**config.mk**
```make
export PLATFORM = sky130hd
export DESIGN_NAME = sequence_store_purge_matches
export DESIGN_NICKNAME = d
export VERILOG_FILES = /design/src/rtl/sspm_pkg.sv /design/src/rtl/sspm_ram.sv /design/src/rtl/sspm_purge.sv /design/src/rtl/sequence_store_purge_matches.sv
export VERILOG_INCLUDE_DIRS = /design/src /design/src/rtl
export SDC_FILE = /design/constraint.sdc
export NUM_CORES = 1
export LEC_CHECK = 0
export ABC_CLOCK_PERIOD_IN_PS = 8700
export BUFFER_PORTS_ARGS = -buffer_cell sky130_fd_sc_hd__buf_4
export CAP_MARGIN = 25
export CORE_MARGIN = 10
export CORE_UTILIZATION = 50
export DETAILED_ROUTE_END_ITERATION = 8
export PLACE_DENSITY_LB_ADDON = 0.2
export SYNTH_ARGS = -nofsm -noshare
export SYNTH_HDL_FRONTEND = slang
export SYNTH_SLANG_ARGS = --single-unit
```
**constraint.sdc**
```tcl
create_clock -name clock -period 8.7 [get_ports clock]
set_input_delay 0.435 -clock clock [delete_from_list [all_inputs] [get_ports clock]]
set_output_delay 0.435 -clock clock [all_outputs]
set_load 0.01 [all_outputs]
```
**src/rtl/sequence_store_purge_matches_defines.svh**
```systemverilog
// ----------------------------------------------------------------------------
// sequence_store_purge_matches_defines
// Assertion macros shared by the sequence store RTL.
// ----------------------------------------------------------------------------
`ifndef SEQUENCE_STORE_PURGE_MATCHES_DEFINES_SVH
`define SEQUENCE_STORE_PURGE_MATCHES_DEFINES_SVH

// Same-cycle implication, disabled while reset is high.
`define SSPM_ASSERT_NOW(label, clk, rst, ante, cons) \
   label: assert property (@(posedge clk) disable iff (rst) (ante) |-> (cons)) \
      else $error("sspm: same-cycle check failed");

// Next-cycle implication, disabled while reset is high.
`define SSPM_ASSERT_NEXT(label, clk, rst, ante, cons) \
   label: assert property (@(posedge clk) disable iff (rst) (ante) |=> (cons)) \
      else $error("sspm: next-cycle check failed");

`endif

```
**src/rtl/sspm_pkg.sv**
```systemverilog
// ----------------------------------------------------------------------------
// sspm_pkg
// Shared types and constants of the sequence store.
// ----------------------------------------------------------------------------
`default_nettype none

package sspm_pkg;

   localparam int SSPM_DEPTH      = 16;
   localparam int SSPM_VALUE_W    = 32;
   localparam int SSPM_REQ_DATA_W = 40;
   localparam int SSPM_RSP_DATA_W = 72;
   localparam int SSPM_OCC_W      = 5;

   typedef enum logic [1:0] {
      OP_PUSH_FRONT = 2'd0,
      OP_PUSH_BACK  = 2'd1,
      OP_PURGE      = 2'd2
   } opcode_type;

   typedef enum logic {
      ST_IDLE  = 1'b0,
      ST_PURGE = 1'b1
   } state_type;

   // Handshake between the control and the purge engine.
   typedef struct packed {
      logic busy;
      logic done;
   } purge_status_type;

endpackage

`default_nettype wire

```
**src/rtl/sspm_ram.sv**
```systemverilog
// ----------------------------------------------------------------------------
// sspm_ram
// Generic single-write, single-read RAM with a registered read port.
// ----------------------------------------------------------------------------
`default_nettype none

module sspm_ram #(
   parameter int WIDTH = 32,
   parameter int DEPTH = 16,
   localparam int AW   = $clog2(DEPTH)
) (
   input  wire logic             clock,
   input  wire logic             wr_en,
   input  wire logic [AW-1:0]    wr_addr,
   input  wire logic [WIDTH-1:0] wr_data,
   input  wire logic             rd_en,
   input  wire logic [AW-1:0]    rd_addr,
   output logic      [WIDTH-1:0] rd_data
);

   logic [WIDTH-1:0] mem_ff [DEPTH];
   logic [WIDTH-1:0] rd_data_ff;

   always_ff @(posedge clock) begin
      if (wr_en) begin
         mem_ff[wr_addr] <= wr_data;
      end
      if (rd_en) begin
         rd_data_ff <= mem_ff[rd_addr];
      end
   end

   assign rd_data = rd_data_ff;

endmodule

`default_nettype wire

```
**src/rtl/sspm_purge.sv**
```systemverilog
// ----------------------------------------------------------------------------
// sspm_purge
// Purge engine: streams the live entries out of the RAM and writes the ones
// that do not match back towards the front, one entry per cycle.
// ----------------------------------------------------------------------------
`default_nettype none

module sspm_purge
   import sspm_pkg::*;
#(
   parameter int DEPTH = SSPM_DEPTH,
   localparam int AW   = $clog2(DEPTH),
   localparam int CW   = $clog2(DEPTH + 1)
) (
   input  wire logic                    clock,
   input  wire logic                    reset,
   input  wire logic                    start,
   input  wire logic [SSPM_VALUE_W-1:0] match_value,
   input  wire logic [AW-1:0]           first_slot,
   input  wire logic [CW-1:0]           count,
   input  wire logic [SSPM_VALUE_W-1:0] rd_data,
   output logic                         rd_en,
   output logic      [AW-1:0]           rd_addr,
   output logic                         wr_en,
   output logic      [AW-1:0]           wr_addr,
   output logic      [SSPM_VALUE_W-1:0] wr_data,
   output purge_status_type             status,
   output logic      [CW-1:0]           kept_count,
   output logic      [SSPM_VALUE_W-1:0] kept_front,
   output logic      [SSPM_VALUE_W-1:0] kept_back
);

   `include "sequence_store_purge_matches_defines.svh"

   localparam int SW = CW + 1;

   logic                    active_ff, active_in;
   logic                    pend_ff, pend_in;
   logic [CW-1:0]           issue_ff, issue_in;
   logic [CW-1:0]           keep_ff, keep_in;
   logic [SSPM_VALUE_W-1:0] value_ff, value_in;
   logic [SSPM_VALUE_W-1:0] front_ff, front_in;
   logic [SSPM_VALUE_W-1:0] back_ff, back_in;
   logic                    done;

   function automatic logic [AW-1:0] slot_of(input logic [AW-1:0] base,
                                             input logic [CW-1:0] pos);
      logic [SW-1:0] sum;
      sum = SW'(base) + SW'(pos);
      if (sum >= SW'(DEPTH)) begin
         sum = sum - SW'(DEPTH);
      end
      return sum[AW-1:0];
   endfunction

   always_comb begin
      active_in = active_ff;
      pend_in   = 1'b0;
      issue_in  = issue_ff;
      keep_in   = keep_ff;
      value_in  = value_ff;
      front_in  = front_ff;
      back_in   = back_ff;
      rd_en     = 1'b0;
      rd_addr   = slot_of(first_slot, issue_ff);
      wr_en     = 1'b0;
      wr_addr   = slot_of(first_slot, keep_ff);
      wr_data   = rd_data;
      done      = 1'b0;
      if (start) begin
         active_in = 1'b1;
         issue_in  = '0;
         keep_in   = '0;
         value_in  = match_value;
      end else if (active_ff) begin
         // Issue the next read while the previous entry is checked.
         rd_en    = issue_ff != count;
         issue_in = rd_en ? issue_ff + 1'b1 : issue_ff;
         pend_in  = rd_en;
         if (pend_ff && rd_data != value_ff) begin
            wr_en   = 1'b1;
            keep_in = keep_ff + 1'b1;
            back_in = rd_data;
            if (keep_ff == '0) begin
               front_in = rd_data;
            end
         end
         if (!rd_en && !pend_ff) begin
            done      = 1'b1;
            active_in = 1'b0;
         end
      end
   end

   always_ff @(posedge clock) begin
      if (reset) begin
         active_ff <= 1'b0;
         pend_ff   <= 1'b0;
      end else begin
         active_ff <= active_in;
         pend_ff   <= pend_in;
      end
   end

   always_ff @(posedge clock) begin
      issue_ff <= issue_in;
      keep_ff  <= keep_in;
      value_ff <= value_in;
      front_ff <= front_in;
      back_ff  <= back_in;
   end

   assign status.busy = active_ff;
   assign status.done = done;
   assign kept_count  = keep_ff;
   assign kept_front  = front_ff;
   assign kept_back   = back_ff;

   // Compaction never writes at or beyond the entry being fetched.
   `SSPM_ASSERT_NOW(a_write_behind_read, clock, reset, wr_en, keep_ff < issue_ff)

endmodule

`default_nettype wire

```
**src/rtl/sequence_store_purge_matches.sv**
```systemverilog
// ----------------------------------------------------------------------------
// sequence_store_purge_matches
// Bounded double-ended store of signed 32-bit values with delete-all-matches.
// ----------------------------------------------------------------------------
// The store holds up to DEPTH entries in a circular buffer kept in one RAM
// with a registered read port. Each request transfer carries an opcode and a
// value: push at the front, push at the back, or purge every entry equal to
// the value (survivors keep their order and are packed towards the front).
// Every request yields exactly one response transfer with the front and back
// values (zero when empty), the occupancy, an empty flag and a flag that a
// push was refused because the store was full. For pushes and the unused
// opcode the response is registered at the edge that takes the request. A
// purge hands the sweep to the purge engine, which fetches one entry per
// cycle through the single RAM read port and writes survivors back through
// the write port. One request is in flight at a time; a new request is
// taken in the cycle its predecessor's response is taken. The RAM needs no
// clearing after reset: only live entries are read.
// ----------------------------------------------------------------------------
`default_nettype none

module sequence_store_purge_matches
   import sspm_pkg::*;
#(
   parameter int DEPTH = SSPM_DEPTH
) (
   input  wire logic                       clock,
   input  wire logic                       reset,
   // req_tdata: opcode[1:0], value[33:2], zero[39:34]
   input  wire logic                       req_tvalid,
   output logic                            req_tready,
   input  wire logic [SSPM_REQ_DATA_W-1:0] req_tdata,
   // rsp_tdata: front_value[31:0], back_value[63:32], occupancy[68:64],
   //            is_empty[69], push_dropped[70], zero[71]
   output logic                            rsp_tvalid,
   input  wire logic                       rsp_tready,
   output logic      [SSPM_RSP_DATA_W-1:0] rsp_tdata
);

   `include "sequence_store_purge_matches_defines.svh"

   localparam int AW = $clog2(DEPTH);
   localparam int CW = $clog2(DEPTH + 1);
   localparam int SW = CW + 1;

   // Control state and the cached ends of the store.
   state_type               state_ff, state_in;
   logic [CW-1:0]           count_ff, count_in;
   logic [AW-1:0]           first_ff, first_in;
   logic [SSPM_VALUE_W-1:0] front_ff, front_in;
   logic [SSPM_VALUE_W-1:0] back_ff, back_in;

   // Response register.
   logic                       rsp_valid_ff, rsp_valid_in;
   logic [SSPM_RSP_DATA_W-1:0] rsp_data_ff, rsp_data_in;
   logic                       rsp_load;
   logic                       dropped;

   // Request fields.
   logic [1:0]              req_opcode;
   logic [SSPM_VALUE_W-1:0] req_value;
   logic                    req_accept;
   logic                    full;

   // RAM ports.
   logic                    ram_wr_en;
   logic [AW-1:0]           ram_wr_addr;
   logic [SSPM_VALUE_W-1:0] ram_wr_data;
   logic [SSPM_VALUE_W-1:0] ram_rd_data;
   logic                    push_wr_en;
   logic [AW-1:0]           push_wr_addr;

   // Purge engine.
   logic                    purge_start;
   logic                    purge_rd_en;
   logic [AW-1:0]           purge_rd_addr;
   logic                    purge_wr_en;
   logic [AW-1:0]           purge_wr_addr;
   logic [SSPM_VALUE_W-1:0] purge_wr_data;
   purge_status_type        purge_status;
   logic [CW-1:0]           kept_count;
   logic [SSPM_VALUE_W-1:0] kept_front;
   logic [SSPM_VALUE_W-1:0] kept_back;

   function automatic logic [AW-1:0] slot_of(input logic [AW-1:0] base,
                                             input logic [CW-1:0] pos);
      logic [SW-1:0] sum;
      sum = SW'(base) + SW'(pos);
      if (sum >= SW'(DEPTH)) begin
         sum = sum - SW'(DEPTH);
      end
      return sum[AW-1:0];
   endfunction

   assign req_opcode = req_tdata[1:0];
   assign req_value  = req_tdata[33:2];

   // Take a request only when idle and the response slot is free or draining.
   assign req_tready = (state_ff == ST_IDLE) && (!rsp_valid_ff || rsp_tready);
   assign req_accept = req_tvalid && req_tready;
   assign full       = count_ff == CW'(DEPTH);

   always_comb begin
      state_in     = state_ff;
      count_in     = count_ff;
      first_in     = first_ff;
      front_in     = front_ff;
      back_in      = back_ff;
      push_wr_en   = 1'b0;
      push_wr_addr = first_ff;
      purge_start  = 1'b0;
      rsp_load     = 1'b0;
      dropped      = 1'b0;
      case (state_ff)
         ST_IDLE: begin
            if (req_accept) begin
               rsp_load = 1'b1;
               case (req_opcode)
                  OP_PUSH_FRONT: begin
                     if (full) begin
                        dropped = 1'b1;
                     end else begin
                        // Step the front slot back, wrapping at zero.
                        first_in     = (first_ff == '0) ? AW'(DEPTH - 1)
                                                        : first_ff - 1'b1;
                        push_wr_en   = 1'b1;
                        push_wr_addr = first_in;
                        count_in     = count_ff + 1'b1;
                        front_in     = req_value;
                        if (count_ff == '0) begin
                           back_in = req_value;
                        end
                     end
                  end
                  OP_PUSH_BACK: begin
                     if (full) begin
                        dropped = 1'b1;
                     end else begin
                        push_wr_en   = 1'b1;
                        push_wr_addr = slot_of(first_ff, count_ff);
                        count_in     = count_ff + 1'b1;
                        back_in      = req_value;
                        if (count_ff == '0) begin
                           front_in = req_value;
                        end
                     end
                  end
                  OP_PURGE: begin
                     // Hold the response until the engine has swept the store.
                     rsp_load    = 1'b0;
                     purge_start = 1'b1;
                     state_in    = ST_PURGE;
                  end
                  default: begin
                     // Unused code: report the current status unchanged.
                  end
               endcase
            end
         end
         ST_PURGE: begin
            if (purge_status.done) begin
               count_in = kept_count;
               front_in = kept_front;
               back_in  = kept_back;
               rsp_load = 1'b1;
               state_in = ST_IDLE;
            end
         end
         default: begin
            state_in = ST_IDLE;
         end
      endcase
   end

   // Build the response from the post-step state.
   always_comb begin
      rsp_data_in         = '0;
      rsp_data_in[63:0]   = (count_in == '0) ? 64'd0 : {back_in, front_in};
      rsp_data_in[68:64]  = SSPM_OCC_W'(count_in);
      rsp_data_in[69]     = count_in == '0;
      rsp_data_in[70]     = dropped;
      rsp_valid_in        = rsp_load || (rsp_valid_ff && !rsp_tready);
   end

   always_ff @(posedge clock) begin
      if (reset) begin
         state_ff     <= ST_IDLE;
         count_ff     <= '0;
         first_ff     <= '0;
         rsp_valid_ff <= 1'b0;
      end else begin
         state_ff     <= state_in;
         count_ff     <= count_in;
         first_ff     <= first_in;
         rsp_valid_ff <= rsp_valid_in;
      end
   end

   always_ff @(posedge clock) begin
      front_ff <= front_in;
      back_ff  <= back_in;
      if (rsp_load) begin
         rsp_data_ff <= rsp_data_in;
      end
   end

   assign rsp_tvalid = rsp_valid_ff;
   assign rsp_tdata  = rsp_data_ff;

   // Pushes and the purge engine never write in the same cycle.
   assign ram_wr_en   = push_wr_en || purge_wr_en;
   assign ram_wr_addr = purge_wr_en ? purge_wr_addr : push_wr_addr;
   assign ram_wr_data = purge_wr_en ? purge_wr_data : req_value;

   sspm_ram #(
      .WIDTH (SSPM_VALUE_W),
      .DEPTH (DEPTH)
   ) u_ram (
      .clock   (clock),
      .wr_en   (ram_wr_en),
      .wr_addr (ram_wr_addr),
      .wr_data (ram_wr_data),
      .rd_en   (purge_rd_en),
      .rd_addr (purge_rd_addr),
      .rd_data (ram_rd_data)
   );

   sspm_purge #(
      .DEPTH (DEPTH)
   ) u_purge (
      .clock       (clock),
      .reset       (reset),
      .start       (purge_start),
      .match_value (req_value),
      .first_slot  (first_ff),
      .count       (count_ff),
      .rd_data     (ram_rd_data),
      .rd_en       (purge_rd_en),
      .rd_addr     (purge_rd_addr),
      .wr_en       (purge_wr_en),
      .wr_addr     (purge_wr_addr),
      .wr_data     (purge_wr_data),
      .status      (purge_status),
      .kept_count  (kept_count),
      .kept_front  (kept_front),
      .kept_back   (kept_back)
   );

   // A refused push leaves the occupancy untouched.
   `SSPM_ASSERT_NEXT(a_drop_holds_count, clock, reset, dropped, $stable(count_ff))
   // No new request while the engine is sweeping.
   `SSPM_ASSERT_NOW(a_no_accept_in_purge, clock, reset, purge_status.busy, !req_tready)
   // A new response never overwrites one that is still waiting.
   `SSPM_ASSERT_NOW(a_rsp_no_overwrite, clock, reset, rsp_load, !rsp_valid_ff || rsp_tready)

endmodule

`default_nettype wire

```
==> impl_results.md, run 1 <==
* Outcome: finished, final reports clean
* Pwr per Cell Area at about 260 nW/µm²
* TritonCTS Buffers at 82
* Maximum VDD drop at between 0.1 and 0.15 mV
* Reg2reg end: u_ram.mem_ff[0][5]
* Unique masters post-synth at 65
* Logic gate share of total power at 0.177
* FF+latch count, synth at 798
* Sum Neg Setup Slack at 0 ns
* H-tree levels at 3
* Min-delay worst type: in -> reg
* Area occupied by multi-input gates at 8890 µm²
* Full die area at 75,300 µm²
* Type of the worst setup path: reg -> reg
* Clock slew at the register clock pins of the worst setup and hold paths at approximately 0.060 ns
* Cell mode on critical path: buf_4
* FF+latch area at between 20,000 and 25,000 µm²
* CTS resizes at 0
* Min Tclk post-route at 4.13 ns
* Starting Density at 0.504
* Top FF cell, synth: edfxtp_1
* Setup crit end kind: flip-flop
* Hold Path Sink: u_purge.value_ff[9]
* Antenna viol nets, final at 0
* CP startpoint kind: flip-flop
* Synth warn at 0
* Hpwl dp at between 40,000 and 50,000 µm
* Layout cells sized above 1 at 0.248
* Maximum number of pins on one net before global-route repair at 72
* Crit-path leading delay family: multiplexers
* RSZ-0062 raised after global routing: false
* Root Buffer: clkbuf_16
* Yosys top cell area share at 0.660
* Leak at 0.0122 µW
* FF-to-FF setup slack at 4.57 ns
* Worst EP required at 9.00 ns
* Row Count at between 90 and 100
* I/O pin cnt at 118
* Mapped Cells at 1,804
* DR vias at 17,131
* Area contributors post-synth: edfxtp_1 (66%), mux4_2 (8.9%), dfxtp_1 (5.4%), mux2i_1 (4.7%), nand2_1 (1.5%)
* Cell Chain, Critical Path: xnor2_1, nand4_1, nor4_1, a211o_2, buf_4, mux2i_1, nor3_2, buf_4
* Die W at 274 µm
* CTS Hold Bufs at 1
* Clock skew at roughly 0.021 ns
* Filler cells at 4,899
* Clock Sinks at 798
* Vias in the first global route at 17,388
* Total GRT Usage at 0.197
* Sw frac at 0.255
* Max_cap viols at 0
* Ys async rst share at 0
* Slew headroom at 0.329
* Syn Std Cell Area at 32,400 µm²
* Grt total ovfl at 0
* Sequential fraction of the synthesis area at 0.713
* P&R area growth vs syn at 13.8%
* Final Slew Violations at 0
* NetSw at 2470 µW
* Int Pwr at 7190 µW
* Slew @ Worst Pin at 0.985 ns
* Core Region at 64,200 µm²
* Vias/cell at around 6.0
* Global-route wire length before repair at 112,000 µm
* Fmax at 242 MHz
* DIE HEIGHT at 274 µm
* Post-synth net total at 1,866
* FF-to-FF path depth at 8
* Setup violators final at 0
* Clock share of power at 0.349
* Top-count cell post-synth: edfxtp_1
* Number of synthesized flops with an enable pin at 711
* Initial antenna violation count at 0
* WL/cell at between 20 and 30 µm
* Final WL at ~74,000 µm
* CP Max Fanout at 41
* Flop pwr share at 0.474
* N_diodes at 0
* List of most frequent post-synthesis cells: edfxtp_1 (711), mux2i_1 (152), mux4_2 (128), nand2_1 (128), dfxtp_1 (87)
* DRC Markers at 0
* Hold Fails Final Rpt at 0
* Drt first-iter violations at ~1,400
* Worst Path Buf+Inv at 2
* Clock latency on the worst-skew pair at 0.63 ns
* Bufs on Longest Clock Path at 3
* Worst Hold Depth at 1
* CP max-delay cell: mux2i_1
* Post-CTS setup buffer count at 0
* Number of cells after detailed placement at 2,701
* Pre-antenna DRT Iters at 5
* I/O Buffers at 110
* Final non-filler cell total at roughly 2,900
* CTS tree: yes
* Peak per-stage delay on the critical path at 0.88 ns
* Reg-to-Reg Start: u_ram.rd_data[30]
* CP Data Arrival Time at ~4.4 ns
* Final Cycle Share at 0.475
* Hold Path Origin: req_tdata[11]
* Routability Congestion at 0.818
* Mean Syn Cell Area at 17.9 µm²
* Yosys top cell by area: edfxtp_1
* Total chip power at 9660 µW
* Final #Nets at 1,995
kinds of logic after synthesis:
family,synth area share
AO/OA/AOI/OAI,0.0556
XOR/XNOR,0.0141
adder cells (fa/ha/maj),0.00765
buffers and inverters,0.0180
flip-flops,0.713
multiplexers,0.150
other,0.000116
AND/OR/NAND/NOR,0.0415
area by class of cell:
type                       count  area share
inverter                      18     0.00190
multi-input combinational    882       0.241
tap                          855      0.0290
clock inverter                42     0.00998
clock buffer                 110      0.0597
sequential                   798       0.627
timing repair buffer         151      0.0314
flip-flops by register name (all words and copies together), names as in the netlist:
signal	cells
front_ff	32
u_purge.kept_front	32
u_purge.issue_ff	5
u_purge.kept_back	32
first_ff	4
u_purge.active_ff	1
rsp_tdata	71
u_purge.kept_count	5
u_purge.pend_ff	1
u_ram.mem_ff	512
count_ff	5
u_purge.value_ff	32
back_ff	32
state_ff	1
rsp_tvalid	1
u_ram.rd_data	32
worst max-delay path by stage:
stage                                  from                      to  slack [ns]  cells after the start
after floorplan                req_tdata[0]     u_ram.mem_ff[11][0]        3.78                     10
after global placement           rsp_tready   u_purge.kept_front[6]        4.47                     10
after detailed placement         rsp_tready   u_purge.kept_front[8]        4.43                     10
after CTS                        rsp_tvalid   u_purge.kept_front[5]        4.61                      9
after global routing             rsp_tvalid  u_purge.kept_front[14]        4.36                      9
final                     u_ram.rd_data[30]      u_ram.mem_ff[0][5]        4.57                      8
metal layers:
| metal | GRT usage | wire length [µm] | vias up |
|---|---|---|---|
| met5 | 0 | 0 | - |
| met4 | 0.0586 | 1390 | 0 |
| met3 | 0.0317 | 4630 | 104 |
| met2 | 0.316 | 35800 | 591 |
| met1 | 0.276 | 32600 | 8950 |
| li1 | - | - | 7486 |
power groups by stage:
stage,Combinational [µW],Clock (µW),Sequential [µW]
6_report,1710,3370,4580
5_1_grt,1870,3590,4600
4_1_cts,1730,3420,4580
3_5_place_dp,1720,0,4650
3_3_place_gp,1680,0,4640
2_1_floorplan,1260,0,4650
placed cells by master (no fill, tap or decap), types with 35 or more instances in the layout:
master / Yosys / layout
mux2i_1: 152 / 152
mux4_2: 128 / 128
buf_4: 10 / 148
xnor2_1: 44 / 42
dfxtp_1: 87 / 86
edfxtp_1: 711 / 711
a211oi_1: 37 / 37
clkbuf_16: 0 / 83
nand2_1: 128 / 127
mux2_2: 35 / 35
a21boi_1: 55 / 55
a31oi_1: 35 / 35
stage by stage:
stage	setup WS, ns	instance area, µm²	hold slack (ns)	utilization
after floorplan	3.78	32400	0.438	-
after global placement	4.47	34200	0.446	0.533
after detailed placement	4.43	34200	0.465	0.533
after CTS	4.61	36800	0.00256	0.573
after global routing	4.36	36800	0.0143	0.574
final	4.57	36800	0.0280	0.574
No activity file was read; power rests on OpenSTA's default activity.
==> run 2: changes to the inputs <==
--- a/config.mk
+++ b/config.mk
@@ -6,7 +6,8 @@
 export SDC_FILE = /design/constraint.sdc
 export NUM_CORES = 1
 export LEC_CHECK = 0
-export ABC_CLOCK_PERIOD_IN_PS = 8700
+export ABC_AREA = 1
+export ABC_CLOCK_PERIOD_IN_PS = 4000
 export BUFFER_PORTS_ARGS = -buffer_cell sky130_fd_sc_hd__buf_4
 export CAP_MARGIN = 25
 export CORE_MARGIN = 10
==> constraint.sdc (replaced) <==
create_clock -name clock -period 4 [get_ports clock]
set_input_delay 0.2 -clock clock [delete_from_list [all_inputs] [get_ports clock]]
set_output_delay 0.2 -clock clock [all_outputs]
set_load 0.01 [all_outputs]
==> run 2 against run 1 <==
Core utilization rose by 1.4 points. Combinational power rose to 3.4 times the previous value. Area after synthesis rose by 7.8%. Die area rose by 7.2%. Critical path depth rose by 3. Clock skew rose by 0.0053 ns. Count of clock-buffer cells in the layout fell by 4. Via count rose by 39%. Fmax rose by 20%. Wire length rose by 19%. Highest routed layer unchanged.
==> impl_results.md, run 2 <==
* Worst Hold Depth at 5 (+4)
* N_diodes at 0 (unchanged)
* Die W at 284 µm (+3.5%)
* Mean Syn Cell Area at 11.4 µm² (-36%)
* Commonest non-fill, non-tap cell in the layout: edfxtp_1
* Vias in the first global route at 23,102 (+33%)
* DR top layer: met4
* Sequential fraction of the synthesis area at 0.662 (-0.0515)
* FF+latch count, synth at 798 (unchanged)
* Drt first-iter violations at 2,359 (+68%)
* Most frequent cells in the layout: edfxtp_1 (711), nand2_1 (403), o21ai_0 (388)
* Hpwl dp at 53,600 µm (+30%)
* Final WS setup at 0.551 ns (-4.02 ns)
* List of most frequent post-synthesis cells: edfxtp_1 (711), nand2_1 (403), o21ai_0 (388)
* Worst EP required at 4.31 ns (-4.69 ns)
* Top-count cell post-synth: edfxtp_1
* Sum Neg Setup Slack at 0 ns (unchanged)
* Filler cells at 5,467 (+12%)
* Pre-antenna DRT Iters at 5 (unchanged)
* Post-synth net total at 3,110 (+67%)
* Yosys top cell by area: edfxtp_1
* Min Tclk post-route at 3.45 ns (-0.681 ns)
* Fmax at 290 MHz (+20%)
* I/O Buffers at 110 (unchanged)
* Ys async rst share at 0 (unchanged)
* Global-route wire length before repair at 137,000 µm (+23%)
* CP startpoint kind: flip-flop
* Largest Register: u_ram.mem_ff
* Total GRT Usage at 0.215 (+0.0174)
* Number of cells after detailed placement at 4,008 (+48%)
* Final #Nets at 3,256 (+63%)
* H-tree levels at 3 (unchanged)
* Maximum VDD drop at 0.374 mV (+160%)
* Cell Chain, Critical Path: clkinv_2, nand3_4, nor2_4, inv_1, nand3_2, nand2_1, nand2_1, nor2_1, nand2_1, nor2_4, buf_12
* P&R area growth vs syn at 16.1%
* Layout cells sized above 1 at 0.133 (-0.115)
* CP Max Fanout at 18 (-56%)
* CTS resizes at 0 (unchanged)
* Root Buffer: clkbuf_16
* Clock latency on the worst-skew pair at 0.64 ns (about the same)
* Unique masters post-synth at 40 (-38%)
* Met3 wire len at 5890 µm (+27%)
* RSZ-0062 raised after global routing: false
* Clock skew at 0.0265 ns (+0.00534 ns)
* Clock slew at the register clock pins of the worst setup and hold paths at 0.06 ns (about the same)
* Final Slew Violations at 0 (unchanged)
* CTS tree: yes
* Routability Congestion at 0.854 (+4.4%)
* Row Count at 96 (+3.2%)
* Outcome: finished, final reports clean
* Maximum number of pins on one net before global-route repair at 131 (+82%)
* Synth warn at 0 (unchanged)
* Cell mode on critical path: nand2_1
* Starting Density at 0.506 (+0.00210)
* Leak at 0.0148 µW (+21%)
* Slew @ Worst Pin at 0.967 ns (-0.0185 ns)
* Met1 Wirelength at 38,600 µm (+18%)
* I/O pin cnt at 118 (unchanged)
* Max FFs per register at 512 (unchanged)
* Mapped Cells at 3,048 (+69%)
* Yosys top cell area share at 0.612 (-0.0477)
* Min-delay worst type: in -> reg
* DR vias at 23,862 (+39%)
* Crit-path leading delay family: simple AND/OR/NAND/NOR gates
* Antenna viol nets, final at 0 (unchanged)
* Met2 Routed Length at 42,000 µm (+17%)
* CP Data Arrival Time at 3.76 ns (-0.67 ns)
* Worst Path Buf+Inv at 3 (+1)
* Top FF cell, synth: edfxtp_1
* Pwr per Cell Area at 580 nW/µm² (+120%)
* Setup violators final at 0 (unchanged)
* Setup slack at placement at 0.622 ns (-3.80 ns)
* Peak per-stage delay on the critical path at 0.58 ns (-0.30 ns)
* Grt total ovfl at 0 (unchanged)
* Final Cycle Share at 0.862 (+0.387)
* CP max-delay cell: dfxtp_1
* Final WL at 88,900 µm (+19%)
* Full die area at 80,800 µm² (+7.2%)
* WL/cell at 21.2 µm (-19%)
* Slew headroom at 0.356 (+0.0264)
* DRC Markers at 0 (unchanged)
* Setup crit end kind: flip-flop
* Clock Sinks at 798 (unchanged)
* WP depth at 11 (+3)
* Vias/cell at 5.69 (-5.1%)
* DIE HEIGHT at 284 µm (+3.5%)
* FF-to-FF path depth at 11 (+3)
* TritonCTS Buffers at 81 (-1.2%)
* Max_cap viols at 0 (unchanged)
* Area contributors post-synth: edfxtp_1 (61%), o21ai_0 (5.6%), dfxtp_1 (5.0%), nand2_1 (4.3%), inv_1 (3.9%)
* Core Region at 68,900 µm² (+7.3%)
* Final non-filler cell total at 4,192 (+47%)
* Syn Std Cell Area at 34,900 µm² (+7.8%)
* Bufs on Longest Clock Path at 3 (unchanged)
* Hold Fails Final Rpt at 0 (unchanged)
* Number of synthesized flops with an enable pin at 711 (unchanged)
* Initial antenna violation count at 1 (+1)
* Type of the worst setup path: reg -> reg
run 2: changes by cell type after synthesis, moves of 35 or more:
cell      previous run  this run
a21oi_1             14       260
nor2_1              24        76
mux2_2              35         0
o21ai_0              6       388
nand2_1            128       403
o211ai_1             1       159
o21ai_1              0        50
a21oi_2              1        50
clkbuf_1            49       109
inv_1               17       360
mux4_2             128         0
a21boi_1            55         0
a211oi_1            37         2
run 2: repair_timing:
| item | in CTS | in global routing |
|---|---|---|
| hold buffers | 34 | 0 |
| buffers inserted | 0 | 0 |
| hold endpoints to repair | 43 | 0 |
| endpoints found under the setup margin | 0 | 0 |
run 2: cell families after synthesis:
family / synth area share
xor+xnor: 0.00954
other cells: 0.000107
buf+inv: 0.0646
fa+ha+maj: 0.00710
mux: 0.0367
simple gates: 0.0639
flops: 0.662
compound gates: 0.156
run 2: worst reg2reg max path, delay by kind of cell, from the launching register on:
family / cells / cell delay (ns)
simple gates: 8 / 1.84
buf+inv: 3 / 0.68
flops: 1 / 0.58
run 2: layer usage:
| metal | track usage | vias to the layer above |
|---|---|---|
| met1 | 0.290 | 11618 |
| li1 | - | 11116 |
| met4 | 0.0737 | 0 |
| met2 | 0.349 | 945 |
| met3 | 0.0346 | 183 |
| met5 | 0 | - |
run 2: cell type report:
cell class / count / area, µm² / share of cell area
Inverter: 369 / 1390 / 0.0343
Timing Repair Buffer: 253 / 2330 / 0.0577
Clock buffer: 106 / 2320 / 0.0572
Clock inverter: 44 / 430 / 0.0106
Tap cell: 931 / 1160 / 0.0288
Sequential cell: 798 / 23100 / 0.570
Multi-Input combinational cell: 1691 / 9770 / 0.241
run 2: report_power, final:
group	internal, µW	switching [µW]	total (µW)	leakage, µW
sequential	9620	274	9890	0.00719
clock	4650	3140	7790	0.00135
combinational	1970	3830	5810	0.00626
run 2: path summary, 6_finish.rpt:
| check | slack, ns | end | from |
|---|---|---|---|
| worst max-delay path | 0.55 | u_ram.mem_ff[10][7] | state_ff |
| worst min-delay path | 0.08 | first_ff[1] | req_tvalid |
| worst max register to register | 0.55 | u_ram.mem_ff[10][7] | state_ff |
| worst min register to register | 0.49 | u_purge.kept_back[30] | u_ram.rd_data[30] |
run 2: metrics by stage:
stage / hold WS [ns] / utilization / power, µW / area, µm²
after floorplan: 0.299 / - / 13900 / 34900
after global placement: 0.412 / 0.543 / 15600 / 37400
after detailed placement: 0.414 / 0.543 / 15800 / 37400
after CTS: 0.0463 / 0.587 / 23600 / 40500
after global routing: 0.0936 / 0.587 / 24600 / 40500
final: 0.0830 / 0.587 / 23500 / 40500
==> run 3: changes to the inputs <==
--- a/config.mk
+++ b/config.mk
@@ -7,7 +7,7 @@
 export NUM_CORES = 1
 export LEC_CHECK = 0
 export ABC_AREA = 1
-export ABC_CLOCK_PERIOD_IN_PS = 4000
+export ABC_CLOCK_PERIOD_IN_PS = 4350
 export BUFFER_PORTS_ARGS = -buffer_cell sky130_fd_sc_hd__buf_4
 export CAP_MARGIN = 25
 export CORE_MARGIN = 10
==> constraint.sdc (replaced) <==
create_clock -name clock -period 4.35 [get_ports clock]
set_input_delay 0.2175 -clock clock [delete_from_list [all_inputs] [get_ports clock]]
set_output_delay 0.2175 -clock clock [all_outputs]
set_load 0.01 [all_outputs]
==> run 3 against run 2 <==
Highest routed layer unchanged. Worst setup slack worse by 0.13 ns. Largest power group unchanged. Flip-flop and latch count unchanged. Wire length about the same.
==> impl_results.md, run 3 (synthesis results as in run 2) <==
* Clock Sinks at 798 (unchanged)
* Leak at 0.0147 µW (-0.50%)
* Clock slew at the register clock pins of the worst setup and hold paths at 0.06 ns (about the same)
* DIE HEIGHT at 284 µm (unchanged)
* Type of the worst setup path: reg -> reg
* Largest Register: u_ram.mem_ff
* Filler cells at 5,531 (+1.2%)
* Worst EP required at 4.67 ns (+0.36 ns)
* Grt total ovfl at 0 (unchanged)
* Area occupied by multi-input gates at 9770 µm² (unchanged)
* H-tree levels at 3 (unchanged)
* Total GRT Usage at 0.214 (-0.000838)
* FF-to-FF setup slack at 0.42 ns (-0.13 ns)
* Fmax at 255 MHz (-12%)
* Max FFs per register at 512 (unchanged)
* RSZ-0062 raised after global routing: false
* Final #Nets at 3,263 (+0.21%)
* Final WL at 88,900 µm (about the same)
* Bufs on Longest Clock Path at 3 (unchanged)
* DR vias at 23,760 (-0.43%)
* P&R area growth vs syn at 15.5%
* FF-to-FF path depth at 8 (-3)
* Initial antenna violation count at 1 (unchanged)
* Sum Neg Setup Slack at 0 ns (unchanged)
* WP depth at 8 (-3)
* Final Slew Violations at 0 (unchanged)
* Outcome: finished, final reports clean
* Setup violators final at 0 (unchanged)
* CTS Hold Bufs at 34 (unchanged)
* Worst Path Buf+Inv at 3 (unchanged)
* Met1 Wirelength at 39,400 µm (+2.0%)
* Root Buffer: clkbuf_16
* CP Max Fanout at 37 (+19)
* Min-delay worst type: in -> reg
* Maximum number of pins on one net before global-route repair at 129 (-1.5%)
* Met3 wire len at 6480 µm (+10%)
* TritonCTS Buffers at 82 (+1.2%)
* Antenna viol nets, final at 0 (unchanged)
* Full die area at 80,800 µm² (unchanged)
* Starting Density at 0.506 (unchanged)
* CP startpoint kind: flip-flop
* Global-route wire length before repair at 136,000 µm (-0.77%)
* Layout cells sized above 1 at 0.132 (-0.00151)
* Hpwl dp at 53,600 µm (about the same)
* Vias/cell at 5.66 (-0.62%)
* Routability Congestion at 0.824 (-3.5%)
* Crit-path leading delay family: buffers and inverters
* Core Region at 68,900 µm² (unchanged)
* Commonest non-fill, non-tap cell in the layout: edfxtp_1
* CTS resizes at 0 (unchanged)
* Peak per-stage delay on the critical path at 0.79 ns (+0.21 ns)
* DRC Markers at 0 (unchanged)
* Post-CTS setup buffer count at 0 (unchanged)
* CP Data Arrival Time at 4.25 ns (+0.49 ns)
* Cell Chain, Critical Path: ha_4, inv_1, fa_4, clkinv_2, buf_4, o21ai_0, nand2_1, a31oi_1
* Pwr per Cell Area at 532 nW/µm² (-8.2%)
* Final WS setup at 0.423 ns (-0.128 ns)
* CTS tree: yes
* DR top layer: met4
* WL/cell at 21.2 µm (-0.12%)
* Setup slack at placement at 0.501 ns (-0.121 ns)
* Die W at 284 µm (unchanged)
* Max_cap viols at 0 (unchanged)
* Clock skew at 0.0210 ns (-0.00548 ns)
* FF+latch area at 23,100 µm² (unchanged)
* Worst Hold Depth at 5 (unchanged)
* Vias in the first global route at 22,820 (-1.2%)
* Slew @ Worst Pin at 1.10 ns (+0.136 ns)
* Row Count at 96 (unchanged)
* Met2 Routed Length at 40,700 µm (-3.0%)
* I/O pin cnt at 118 (unchanged)
* CP max-delay cell: fa_4
* Slew headroom at 0.265 (-0.0906)
* Most frequent cells in the layout: edfxtp_1 (711), nand2_1 (403), o21ai_0 (388)
* Hold Fails Final Rpt at 0 (unchanged)
* Setup crit end kind: flip-flop
* Maximum VDD drop at 0.437 mV (+17%)
* Pre-antenna DRT Iters at 5 (unchanged)
* Total chip power at 21,500 µW (-8.7%)
* Clock latency on the worst-skew pair at 0.63 ns (about the same)
* I/O Buffers at 110 (unchanged)
* Final Cycle Share at 0.903 (+0.0406)
* Min Tclk post-route at 3.93 ns (+0.478 ns)
* Drt first-iter violations at 2,600 (+10%)
-- run 3: area by class of cell --
| cell class | instances | area share |
|---|---|---|
| Antenna cell | 1 | 0.0000621 |
| Clock inverter | 35 | 0.0104 |
| Inverter | 369 | 0.0345 |
| Sequential cell | 798 | 0.573 |
| Tap cell | 931 | 0.0289 |
| Clock buffer | 116 | 0.0561 |
| Multi-Input combinational cell | 1691 | 0.242 |
| Timing Repair Buffer | 259 | 0.0544 |
-- run 3: power breakdown --
| part | switching, µW | internal, µW |
|---|---|---|
| logic | 3480 | 1830 |
| clock network | 2840 | 4210 |
| registers | 247 | 8850 |
| total | 6570 | 14900 |
-- run 3: final timing paths --
check,startpoint,to
setup / recovery,first_ff[0],u_ram.rd_data[15]
hold / removal,req_tvalid,first_ff[1]
setup reg to reg,first_ff[0],u_ram.rd_data[15]
hold reg to reg,u_purge.kept_back[0],back_ff[0]
-- run 3: metrics by stage --
| stage | instances | instance area [µm²] | utilization | hold slack (ns) |
|---|---|---|---|---|
| 2_1_floorplan | 3048 | 34900 | - | 0.316 |
| 3_3_place_gp | 4014 | 37300 | 0.541 | 0.424 |
| 3_5_place_dp | 4014 | 37300 | 0.541 | 0.428 |
| 4_1_cts | 4199 | 40300 | 0.584 | 0.0667 |
| 5_1_grt | 4199 | 40300 | 0.584 | 0.101 |
| 6_report | 4200 | 40300 | 0.584 | 0.0975 |
-- run 3: metal layers --
| metal | track usage | vias up |
|---|---|---|
| met3 | 0.0306 | 176 |
| met4 | 0.0749 | 0 |
| met2 | 0.337 | 1039 |
| li1 | - | 11128 |
| met5 | 0 | - |
| met1 | 0.300 | 11417 |
-- run 3: worst register-to-register path: stages, from the launching register on --
cell and delay, ns:
dfxtp_1 0.54, ha_4 0.20, inv_1 0.05, fa_4 0.79, clkinv_2 0.52, buf_4 0.50, o21ai_0 0.32, nand2_1 0.10
a31oi_1 0.62
